==> config.mk <==
export PLATFORM = sky130hd
export DESIGN_NAME = utf8_to_utf16_utf32_converter_flat
export DESIGN_NICKNAME = d
export VERILOG_FILES = /design/src/design/u8cvt_pkg.sv /design/src/design/u8cvt_if.sv /design/src/design/u8cvt_front.sv /design/src/design/u8cvt_queue.sv /design/src/design/u8cvt_back.sv /design/src/design/utf8_to_utf16_utf32_converter.sv /design/src/flat_wrapper.sv
export SDC_FILE = /design/constraint.sdc
export NUM_CORES = 1
export LEC_CHECK = 0
export BUFFER_PORTS_ARGS = -buffer_cell sky130_fd_sc_hd__buf_2
export CORE_MARGIN = 5
export CORE_UTILIZATION = 35
export DETAILED_ROUTE_END_ITERATION = 8
export HOLD_SLACK_MARGIN = 0.1
export SLEW_MARGIN = 25
export SYNTH_ARGS = -nofsm -noshare
export SYNTH_HDL_FRONTEND = slang
export SYNTH_SLANG_ARGS = --single-unit
==> constraint.sdc <==
create_clock -name clk -period 5.9 [get_ports clk]
set_clock_uncertainty 0.15 [all_clocks]
set_input_delay 1.18 -clock clk [delete_from_list [all_inputs] [get_ports clk]]
set_output_delay 1.18 -clock clk [all_outputs]
set_load 0.05 [all_outputs]
==> src/design/u8cvt_pkg.sv <==
// ----------------------------------------------------------------------------
// u8cvt_pkg
// Shared types and constants for the UTF-8 to UTF-16/UTF-32 converter.
// ----------------------------------------------------------------------------
package u8cvt_pkg;

  localparam int QDEPTH = 4;
  localparam int QAW    = $clog2(QDEPTH);

  localparam logic [7:0] ASCII_LIM = 8'h80;
  localparam logic [7:0] LEAD_MIN  = 8'hC2;
  localparam logic [7:0] LEAD3_MIN = 8'hE0;
  localparam logic [7:0] LEAD4_MIN = 8'hF0;
  localparam logic [7:0] LEAD_LIM  = 8'hF5;

  localparam logic [7:0] MASK2 = 8'h1F;
  localparam logic [7:0] MASK3 = 8'h0F;
  localparam logic [7:0] MASK4 = 8'h07;

  localparam logic [20:0] SUPP_BASE = 21'h10000;

  localparam logic [5:0] HI_SURR_TAG = 6'b110110;
  localparam logic [5:0] LO_SURR_TAG = 6'b110111;

  localparam logic [2:0] CFG_ADDR_MODE = 3'b000;

  typedef enum logic [1:0] {
    ST_OK      = 2'd0,
    ST_TRUNC   = 2'd1,
    ST_BADLEAD = 2'd2
  } status_t;

  typedef struct packed {
    logic [20:0] code;
    logic        fin;
    status_t     status;
  } evt_t;

  typedef struct packed {
    logic empty;
    logic full;
  } q_stat_t;

endpackage

==> src/design/u8cvt_if.sv <==
// ----------------------------------------------------------------------------
// u8cvt interfaces
// Byte input channel and result output channel, valid/ready handshake.
// ----------------------------------------------------------------------------
interface u8cvt_in_if;
  logic       valid;
  logic       ready;
  logic [7:0] byte_in;
  logic       last_byte;

  modport source (output valid, output byte_in, output last_byte, input ready);
  modport sink   (input valid, input byte_in, input last_byte, output ready);
endinterface

interface u8cvt_out_if;
  logic        valid;
  logic        ready;
  logic [20:0] code_unit;
  logic        run_last;
  logic        stream_end;
  logic [1:0]  status;

  modport source (output valid, output code_unit, output run_last,
                  output stream_end, output status, input ready);
  modport sink   (input valid, input code_unit, input run_last,
                  input stream_end, input status, output ready);
endinterface

==> src/design/u8cvt_front.sv <==
// ----------------------------------------------------------------------------
// u8cvt_front
// Accept bytes, track the open sequence and push one event per character,
// invalid lead or truncated buffer.
// ----------------------------------------------------------------------------
module u8cvt_front (
  input  logic              clk,
  input  logic              rst_n,
  u8cvt_in_if.sink          in_ch,
  input  u8cvt_pkg::q_stat_t qstat,
  output logic              push,
  output u8cvt_pkg::evt_t   push_evt
);
  import u8cvt_pkg::*;

  logic [1:0]  rem_r, rem_nxt;
  logic [20:0] part_r, part_nxt;
  logic        acc;
  logic [7:0]  b;
  logic        lst;
  logic [20:0] cont_val;
  logic [1:0]  cont_rem;

  assign in_ch.ready = !qstat.full;
  assign acc      = in_ch.valid && in_ch.ready;
  assign b        = in_ch.byte_in;
  assign lst      = in_ch.last_byte;
  assign cont_val = {part_r[14:0], b[5:0]};
  assign cont_rem = rem_r - 2'd1;

  always_comb begin
    rem_nxt  = rem_r;
    part_nxt = part_r;
    push     = 1'b0;
    push_evt = '{code: '0, fin: lst, status: ST_OK};
    if (acc) begin
      if (rem_r == 2'd0) begin
        if (b < ASCII_LIM) begin
          push          = 1'b1;
          push_evt.code = {13'd0, b};
        end else if (b < LEAD_MIN || b >= LEAD_LIM) begin
          push            = 1'b1;
          push_evt.status = ST_BADLEAD;
        end else if (lst) begin
          push            = 1'b1;
          push_evt.status = ST_TRUNC;
        end else if (b < LEAD3_MIN) begin
          rem_nxt  = 2'd1;
          part_nxt = {13'd0, b & MASK2};
        end else if (b < LEAD4_MIN) begin
          rem_nxt  = 2'd2;
          part_nxt = {13'd0, b & MASK3};
        end else begin
          rem_nxt  = 2'd3;
          part_nxt = {13'd0, b & MASK4};
        end
      end else begin
        if (cont_rem == 2'd0) begin
          push          = 1'b1;
          push_evt.code = cont_val;
          rem_nxt       = 2'd0;
          part_nxt      = '0;
        end else if (lst) begin
          push            = 1'b1;
          push_evt.status = ST_TRUNC;
          rem_nxt         = 2'd0;
          part_nxt        = '0;
        end else begin
          rem_nxt  = cont_rem;
          part_nxt = cont_val;
        end
      end
    end
  end

  always_ff @(posedge clk) begin
    if (!rst_n) begin
      rem_r  <= 2'd0;
      part_r <= '0;
    end else begin
      rem_r  <= rem_nxt;
      part_r <= part_nxt;
    end
  end

  a_trunc_clears: assert property (@(posedge clk) disable iff (!rst_n)
    push && push_evt.status == ST_TRUNC |=> rem_r == 2'd0 && part_r == '0)
    else $error("state not cleared after truncation");

  a_badlead_keeps: assert property (@(posedge clk) disable iff (!rst_n)
    push && push_evt.status == ST_BADLEAD |=> $stable(rem_r) && rem_r == 2'd0)
    else $error("invalid lead changed state");

  a_push_ready: assert property (@(posedge clk) disable iff (!rst_n)
    push |-> !qstat.full)
    else $error("push into full queue");

endmodule

==> src/design/u8cvt_queue.sv <==
// ----------------------------------------------------------------------------
// u8cvt_queue
// Short event queue between the byte front and the result back.
// ----------------------------------------------------------------------------
module u8cvt_queue (
  input  logic               clk,
  input  logic               rst_n,
  input  logic               push,
  input  u8cvt_pkg::evt_t    push_evt,
  input  logic               pop,
  output u8cvt_pkg::evt_t    head_evt,
  output u8cvt_pkg::q_stat_t qstat
);
  import u8cvt_pkg::*;

  evt_t           mem [QDEPTH];
  logic [QAW-1:0] wp_r, rp_r;
  logic [QAW:0]   cnt_r;

  assign qstat.empty = (cnt_r == '0);
  assign qstat.full  = (cnt_r == (QAW+1)'(QDEPTH));
  assign head_evt    = mem[rp_r];

  always_ff @(posedge clk) begin
    if (push) begin
      mem[wp_r] <= push_evt;
    end
  end

  always_ff @(posedge clk) begin
    if (!rst_n) begin
      wp_r  <= '0;
      rp_r  <= '0;
      cnt_r <= '0;
    end else begin
      if (push) begin
        wp_r <= wp_r + 1'b1;
      end
      if (pop) begin
        rp_r <= rp_r + 1'b1;
      end
      cnt_r <= cnt_r + (QAW+1)'(push) - (QAW+1)'(pop);
    end
  end

  a_cnt_bound: assert property (@(posedge clk) disable iff (!rst_n)
    cnt_r <= (QAW+1)'(QDEPTH))
    else $error("queue count overflow");

  a_pop_nonempty: assert property (@(posedge clk) disable iff (!rst_n)
    pop |-> !qstat.empty)
    else $error("pop from empty queue");

  a_ptr_gap: assert property (@(posedge clk) disable iff (!rst_n)
    qstat.empty |-> wp_r == rp_r)
    else $error("pointers out of step");

endmodule

==> src/design/u8cvt_back.sv <==
// ----------------------------------------------------------------------------
// u8cvt_back
// Drain events into the output register, splitting supplementary scalars
// into surrogate pairs in UTF-16 mode.
// ----------------------------------------------------------------------------
module u8cvt_back (
  input  logic               clk,
  input  logic               rst_n,
  input  logic               mode,
  input  u8cvt_pkg::evt_t    head_evt,
  input  u8cvt_pkg::q_stat_t qstat,
  output logic               pop,
  u8cvt_out_if.source        out_ch
);
  import u8cvt_pkg::*;

  logic        vld_r;
  logic        half_r;
  logic [20:0] code_r, code_nxt;
  logic        rlast_r, rlast_nxt;
  logic        end_r, end_nxt;
  status_t     st_r;
  logic        ld;
  logic        pair;
  logic [19:0] off;

  assign ld   = !vld_r || out_ch.ready;
  assign off  = head_evt.code[19:0] - SUPP_BASE[19:0];
  assign pair = (head_evt.status == ST_OK) && !mode && (|head_evt.code[20:16]);
  assign pop  = ld && !qstat.empty && (!pair || half_r);

  always_comb begin
    code_nxt  = head_evt.code;
    rlast_nxt = 1'b1;
    end_nxt   = head_evt.fin;
    if (pair) begin
      if (half_r) begin
        code_nxt = {5'd0, LO_SURR_TAG, off[9:0]};
      end else begin
        code_nxt  = {5'd0, HI_SURR_TAG, off[19:10]};
        rlast_nxt = 1'b0;
        end_nxt   = 1'b0;
      end
    end
  end

  always_ff @(posedge clk) begin
    if (ld && !qstat.empty) begin
      code_r  <= code_nxt;
      rlast_r <= rlast_nxt;
      end_r   <= end_nxt;
      st_r    <= head_evt.status;
    end
  end

  always_ff @(posedge clk) begin
    if (!rst_n) begin
      vld_r  <= 1'b0;
      half_r <= 1'b0;
    end else if (ld) begin
      vld_r  <= !qstat.empty;
      half_r <= !qstat.empty && pair && !half_r;
    end
  end

  assign out_ch.valid      = vld_r;
  assign out_ch.code_unit  = code_r;
  assign out_ch.run_last   = rlast_r;
  assign out_ch.stream_end = end_r;
  assign out_ch.status     = st_r;

  a_half_held: assert property (@(posedge clk) disable iff (!rst_n)
    half_r |-> vld_r && !qstat.empty)
    else $error("pair split without pending entry");

  a_err_zero: assert property (@(posedge clk) disable iff (!rst_n)
    vld_r && st_r != ST_OK |-> code_r == '0 && rlast_r)
    else $error("error beat carries data");

  a_hi_not_last: assert property (@(posedge clk) disable iff (!rst_n)
    half_r |-> !rlast_r && !end_r)
    else $error("high surrogate marked last");

endmodule

==> src/design/utf8_to_utf16_utf32_converter.sv <==
// ----------------------------------------------------------------------------
// utf8_to_utf16_utf32_converter
// UTF-8 byte stream decoder emitting UTF-16 code units or UTF-32 scalars.
//
//   channel  dir  handshake          beat
//   in_ch    in   valid/ready        byte_in, last_byte
//   out_ch   out  valid/ready        code_unit, run_last, stream_end, status
//   cfg_*    in   APB, pready = 1    output_mode at byte addresses 0-3
//
// One byte per cycle is accepted while the 4-entry event queue has room.
// Results leave through a registered output, one beat per cycle while out_ch is ready; a
// supplementary scalar in UTF-16 mode leaves as a surrogate pair, high half first.
// Reset (rst_n low, synchronous) clears the open sequence, queue and mode.
// Input and output stall independently; the queue absorbs up to 4 events.
// ----------------------------------------------------------------------------
module utf8_to_utf16_utf32_converter (
  input  logic        clk,
  input  logic        rst_n,
  u8cvt_in_if.sink    in_ch,
  u8cvt_out_if.source out_ch,
  input  logic        cfg_psel,
  input  logic        cfg_penable,
  input  logic        cfg_pwrite,
  input  logic [2:0]  cfg_paddr,
  input  logic [31:0] cfg_pwdata,
  output logic [31:0] cfg_prdata,
  output logic        cfg_pready
);
  import u8cvt_pkg::*;

  logic    mode_r;
  logic    push;
  evt_t    push_evt;
  evt_t    head_evt;
  logic    pop;
  q_stat_t qstat;
  logic    mode_sel;

  assign cfg_pready = 1'b1;
  assign mode_sel   = (cfg_paddr[2] == CFG_ADDR_MODE[2]);
  assign cfg_prdata = mode_sel ? {31'd0, mode_r} : 32'd0;

  always_ff @(posedge clk) begin
    if (!rst_n) begin
      mode_r <= 1'b0;
    end else if (cfg_psel && cfg_penable && cfg_pwrite && mode_sel) begin
      mode_r <= cfg_pwdata[0];
    end
  end

  u8cvt_front u_front (
    .clk      (clk),
    .rst_n    (rst_n),
    .in_ch    (in_ch),
    .qstat    (qstat),
    .push     (push),
    .push_evt (push_evt)
  );

  u8cvt_queue u_queue (
    .clk      (clk),
    .rst_n    (rst_n),
    .push     (push),
    .push_evt (push_evt),
    .pop      (pop),
    .head_evt (head_evt),
    .qstat    (qstat)
  );

  u8cvt_back u_back (
    .clk      (clk),
    .rst_n    (rst_n),
    .mode     (mode_r),
    .head_evt (head_evt),
    .qstat    (qstat),
    .pop      (pop),
    .out_ch   (out_ch)
  );

endmodule
==> src/flat_wrapper.sv <==
// flat-port wrapper written by rule: the top's interface ports become plain ports
module utf8_to_utf16_utf32_converter_flat import u8cvt_pkg::*;
  (clk, rst_n, cfg_psel, cfg_penable, cfg_pwrite, cfg_paddr, cfg_pwdata, cfg_prdata, cfg_pready, in_ch_valid, in_ch_byte_in, in_ch_last_byte, in_ch_ready, out_ch_valid, out_ch_code_unit, out_ch_run_last, out_ch_stream_end, out_ch_status, out_ch_ready);
  u8cvt_in_if in_ch_i ();
  u8cvt_out_if out_ch_i ();
  input  logic clk;
  input  logic rst_n;
  input  logic cfg_psel;
  input  logic cfg_penable;
  input  logic cfg_pwrite;
  input  logic [2:0] cfg_paddr;
  input  logic [31:0] cfg_pwdata;
  output logic [31:0] cfg_prdata;
  output logic cfg_pready;
  input wire logic [$bits(in_ch_i.valid)-1:0] in_ch_valid;
  input wire logic [$bits(in_ch_i.byte_in)-1:0] in_ch_byte_in;
  input wire logic [$bits(in_ch_i.last_byte)-1:0] in_ch_last_byte;
  output wire logic [$bits(in_ch_i.ready)-1:0] in_ch_ready;
  output wire logic [$bits(out_ch_i.valid)-1:0] out_ch_valid;
  output wire logic [$bits(out_ch_i.code_unit)-1:0] out_ch_code_unit;
  output wire logic [$bits(out_ch_i.run_last)-1:0] out_ch_run_last;
  output wire logic [$bits(out_ch_i.stream_end)-1:0] out_ch_stream_end;
  output wire logic [$bits(out_ch_i.status)-1:0] out_ch_status;
  input wire logic [$bits(out_ch_i.ready)-1:0] out_ch_ready;
  assign in_ch_i.valid = in_ch_valid;
  assign in_ch_i.byte_in = in_ch_byte_in;
  assign in_ch_i.last_byte = in_ch_last_byte;
  assign in_ch_ready = in_ch_i.ready;
  assign out_ch_valid = out_ch_i.valid;
  assign out_ch_code_unit = out_ch_i.code_unit;
  assign out_ch_run_last = out_ch_i.run_last;
  assign out_ch_stream_end = out_ch_i.stream_end;
  assign out_ch_status = out_ch_i.status;
  assign out_ch_i.ready = out_ch_ready;
  utf8_to_utf16_utf32_converter u_core (.clk(clk), .rst_n(rst_n), .in_ch(in_ch_i), .out_ch(out_ch_i), .cfg_psel(cfg_psel), .cfg_penable(cfg_penable), .cfg_pwrite(cfg_pwrite), .cfg_paddr(cfg_paddr), .cfg_pwdata(cfg_pwdata), .cfg_prdata(cfg_prdata), .cfg_pready(cfg_pready));
endmodule
### Word level (Yosys, flattened, before mapping)

Memory sizes are Yosys's and may differ from the RTL's. A register that Yosys moved wholly into a read port is not among the register bits.
Cells that the tools add are included.

* flip-flop bits (word level): 52
* memory bits (writable): 96
* bits of input ports: 51
* output and inout port bits: 60
* logic and storage cells: 96
* memories: 1

Memory list
* u_core.u_queue.mem: depth 4, bits a word 24, read ports 1, clocked after memory_dff 1, wr ports 1, line u8cvt_queue.sv:16 `evt_t mem [QDEPTH];`

* $add $sub $neg: 6
* $lt $le $gt $ge: 5
* equality and inequality tests: 4
* muxes and demuxes: 42
* bitwise logic cells: 1
* reductions and logical operators: 25

Operators by type and width (count)
* 2-to-1 mux 15 bit: 6
* 2-to-1 mux 21 bit: 4
* < comparator 8 bit, second input constant: 4
* 2-to-1 mux 2 bit: 14
* subtractor 20 x 17 -> 20 bit, second input constant: 1
* 2-to-1 mux 1 bit: 14
* 2-to-1 mux 11 bit: 1
* logical AND 1 bit: 10
* >= comparator 8 bit, second input constant: 1
* 2-to-1 mux 8 bit: 1
* logical NOT 1 bit: 6
* logical NOT 2 bit: 3
* != test 2 bit, second input constant: 3
* 2-to-1 mux 5 bit: 1
* OR reduction 5 bit: 1
* adder 2 x 1 -> 2 bit, second input constant: 2
* 2-to-1 mux 4 bit: 1
* AND reduction 4 bit: 1
* adder 3 x 1 -> 3 bit: 1
* equality test 3 bit, second input constant: 1
* logical NOT 3 bit: 1
* logical OR 1 bit: 3
* subtractor 3 x 1 -> 3 bit: 1
* subtractor 2 x 1 -> 2 bit, second input constant: 1
* NOT 1 bit: 1

### Depth between registers and ports, before layout

* word-level depth: 8
* gate-level depth with buffers: 17
* gate-level depth less buffers: 14

### Hierarchy

From an unflattened synthesis, not the netlist that was laid out.

* cells, all modules: 410
* area total of the unflattened synthesis: 6505.0 um2

Modules (own cells, without submodules)
* u8cvt_queue: instances 1, cells each 169, area an instance 3946.3 um2, sequential area each 3062.9 um2
* u8cvt_back: instances 1, cells each 71, area an instance 1179.9 um2, sequential area each 790.8 um2
* u8cvt_front: instances 1, cells each 130, area an instance 1063.5 um2, sequential area each 340.3 um2
* utf8_to_utf16_utf32_converter: instances 1, cells each 40, area an instance 315.3 um2, sequential area each 20.0 um2

### Worst setup path after synthesis

OpenSTA, ideal clock, no wires.

* kind: input to register
* from: input port out_ch_ready
* to: register u_core.u_queue.cnt_r[2]
* library setup time: 0.115 ns
* arrival: 3.952 ns
* required time: 5.635 ns
* path slack: 1.683 ns
* cell stages on the path: 12
* path buffers: 1
* cells stage by stage: nor2b_1 -> nor2_1 -> and2_1 -> buf_6 -> ha_1 -> inv_1 -> ha_1 -> inv_1 -> fa_1 -> xnor2_1 -> xnor2_1 -> and2_1

* word-level cells in the longest chain between the ends: 4

RTL lines
* from (decl): line flat_wrapper.sv:24 `input wire logic [$bits(out_ch_i.ready)-1:0] out_ch_ready;`
* logical OR 1 bit: line u8cvt_back.sv:27 `assign ld = !vld_r || out_ch.ready;`
* logical AND 1 bit (2 in a row): line u8cvt_back.sv:30 `assign pop = ld && !qstat.empty && (!pair || half_r);`
* net u_core.pop: line utf8_to_utf16_utf32_converter.sv:35 `logic pop;`
* subtractor 3 x 1 -> 3 bit: line u8cvt_queue.sv:42 `cnt_r <= cnt_r + (QAW+1)'(push) - (QAW+1)'(pop);`
* to (signal assigned): line u8cvt_queue.sv:42
* to (decl): line u8cvt_queue.sv:18 `logic [QAW:0] cnt_r;`

The timed path passes the listed nets, and every way through them passes these cells.
A chain may end at the register's enable or synchronous reset.

==> flow_metrics.tcl <==
set metrics [dict create \
    peakVddDrop_uv 222 \
    holdWs_ns 0.302 \
    fin_crit_sh 0.752 \
    end_kind "register" \
    fin_setup_tns_ns 0 \
    grt_overflow 0 \
    num_rows 49 \
    worstPathArrival_ns 4.60 \
    port_buffers 45 \
    rsz0062_at_grt "no" \
    grt_use_total 0.119 \
    grt_pass1_wl_mm 18.2 \
    synth-main-ff-cell "edfxtp_1" \
    synth_seq_cells 150 \
    htreeDepth 4 \
    maxClockFrequency_mhz 225 \
    ios 111 \
    numCtsBuffers 17 \
    routed_via_density 4.73 \
    hold_buffers 0 \
    ys_async_sr_fraction 0 \
    cts.sinks 150 \
    yosysWarnings 0 \
    cp_cell_sequence "buf_4 > mux4_2 > nor4b_1 > or4_4 > and2_1 > ha_1 > inv_1 > ha_1 > inv_1 > fa_1 > xnor2_1 > xnor2_1 > and2_1" \
    crit_required_ns 6.06 \
    finalHoldViolCount 0 \
    yosysSeqAreaShare 0.665 \
    maxSlewHeadroom 0.483 \
    drt_iter0_markers 142 \
    worstMarginPinSlew_ns 0.772 \
    antenna_left 0 \
    crit_type "reg -> reg" \
    first_global_vias 3425 \
    worstHoldPathType "reg -> reg" \
    wl_per_cell_um 16.2 \
    dr.pass1.iters 4 \
    synth_edf_count 121 \
    cts_resized 0 \
    crit_family "simple AND/OR/NAND/NOR gates" \
    rrSetupSlack_ns 1.46 \
    holdPathEnd "u_core.u_front.part_r[10]" \
    fill_cells 1670 \
    drc 0 \
    diodes 0 \
    cts_setup_buffers 0 \
    leakage_nw 2.77 \
    synth_common_cells "edfxtp_1 (121), nand2_1 (45), and2_1 (32), buf_4 (32), dfxtp_1 (29)" \
    die_w_um 145 \
    reg2regPathDepth 13 \
    synth.avg_cell_area_um2 14.9 \
    final_layout_size_suffix_gt1_frac 0.234 \
    fp.dieArea_um2 20900 \
    synth_largest_area_cell "edfxtp_1" \
    setup_viol 0 \
    crit_slowest_cell "nor4b_1" \
    root_buffer "clkbuf_16" \
    rr_endpoint "u_core.u_queue.cnt_r[2]" \
    outcome "finished, final reports clean" \
    synthesis.area_um2 6340 \
    antenna_found_initial 0 \
    core-area_um2 17900 \
    start_util 0.354 \
    slowest_delay_ns 0.63 \
    cts_tree "done" \
    drv_slew 0 \
    drv_cap 0 \
    critPathLaunchType "register" \
    grt_max_degree 45 \
    syn_to_final_growth_pct 15.7 \
    fin_nets 539 \
    drt-total-wl_mm 11.7 \
    power_density_nw_per_um2 498 \
    cp_num_buf_inv 3 \
    synth_cell_types 41 \
    synth.most_common_cell "edfxtp_1" \
    synthTopCellsByArea "edfxtp_1 (57%), dfxtp_1 (9.2%), mux4_2 (8.5%), buf_4 (3.8%), mux2i_1 (3.6%)" \
    die_height_um 145 \
    vias 3403 \
    cts.clk_slew.worst_paths_ns 0.06 \
    clk_path_buf_depth 2 \
    synth_top_area_share 0.573 \
    crit_fanout 22 \
    hold_depth 2 \
    gp_congestion 0.772 \
    holdCritStartpoint "u_core.u_front.part_r[10]" \
    insertion_delay_ns 0.42 \
    place_hpwl_mm 7.70 \
    syn_inst 425 \
    fin_crit_ns 4.44 \
]
## where the power goes
group	switching (W)	internal (W)	leakage [nW]
registers	0.0000669	0.00139	1.39
clock network	0.000404	0.000716	0.299
logic	0.000752	0.000327	1.09
## through the flow
step,instances,util,cell area [µm²],total power (W),setup WS (ns)
finish,720,0.410,7340,0.00365,1.46
CTS,720,0.410,7330,0.00371,1.39
global route,720,0.410,7340,0.00384,1.14
floorplan,455,-,6450,0.00234,1.68
global placement,687,0.374,6700,0.00256,1.43
detailed placement,688,0.375,6710,0.00258,1.39
## state kept, by name, indices dropped and copies added (netlist names), named ones only
name                             cells
u_core.mode_r                        1
u_core.u_queue.cnt_r                 3
u_core.u_back.out_ch.valid           1
u_core.u_back.out_ch.stream_end      1
u_core.u_queue.rp_r                  2
u_core.u_queue.wp_r                  2
u_core.u_front.part_r               15
u_core.u_front.rem_r                 2
u_core.u_back.out_ch.run_last        1
u_core.u_back.half_r                 1
u_core.u_queue.mem                  96
u_core.u_back.out_ch.code_unit      21
u_core.u_back.out_ch.status          2
## layer usage
metal | wire [µm] | global-route usage | part of all wire
met3 | 604 | 0.0440 | 0.052
met2 | 5770 | 0.190 | 0.49
met1 | 5160 | 0.150 | 0.44
met5 | 0 | 0 | 0
met4 | 144 | 0.0383 | 0.012
## layout make-up
type                    count  area, µm²  area share
flip-flops and latches    150       4210       0.574
multi-input cells         238       1850       0.253
clock buffers              19        443      0.0604
repair buffers             54        297      0.0404
well taps                 229        287      0.0391
clock inverters            13        180      0.0246
inverters                  17       63.8     0.00870
## how the worst max path moves through the flow
stage	from	to	slack [ns]	depth (start not counted)
6_report	register	u_core.u_queue.cnt_r[2]	1.46	13
5_1_grt	register	u_core.u_queue.cnt_r[2]	1.14	13
4_1_cts	register	u_core.u_queue.cnt_r[2]	1.39	13
3_3_place_gp	register	u_core.u_queue.cnt_r[2]	1.43	13
3_5_place_dp	register	u_core.u_queue.cnt_r[2]	1.39	13
2_1_floorplan	out_ch_ready	u_core.u_queue.cnt_r[2]	1.68	12
## cell families after synthesis
logic type / share of synthesized area
flip-flops: 0.665
AND/OR/NAND/NOR: 0.0971
buffers and inverters: 0.0620
multiplexers: 0.127
AO/OA/AOI/OAI: 0.0211
adder cells (fa/ha/maj): 0.0209
XOR/XNOR: 0.00553
other: 0.00118
## worst reg2reg max path, cell delays in order, from the launching register on
cell	delay (ns)
dfxtp_1	0.57
buf_4	0.36
mux4_2	0.58
nor4b_1	0.63
or4_4	0.43
and2_1	0.31
ha_1	0.27
inv_1	0.05
ha_1	0.13
inv_1	0.05
fa_1	0.38
xnor2_1	0.15
xnor2_1	0.13
and2_1	0.15
## layout by cell type, fill, tap and decap left out, drive strengths merged, types with 2 or more instances in the layout
master,count
a21boi,2
a31oi,2
and2,32
buf,54
bufinv,4
clkbuf,19
clkinv,6
clkinvlp,3
conb,32
dfxtp,29
edfxtp,121
ha,9
inv,17
mux2,3
mux2i,23
mux4,24
nand2,45
nand2b,3
nand3,12
nand4,2
nor2,9
nor2b,4
nor3,6
o21ai,10
or4,3
xnor2,4
Power figures use the tool's default switching activity.
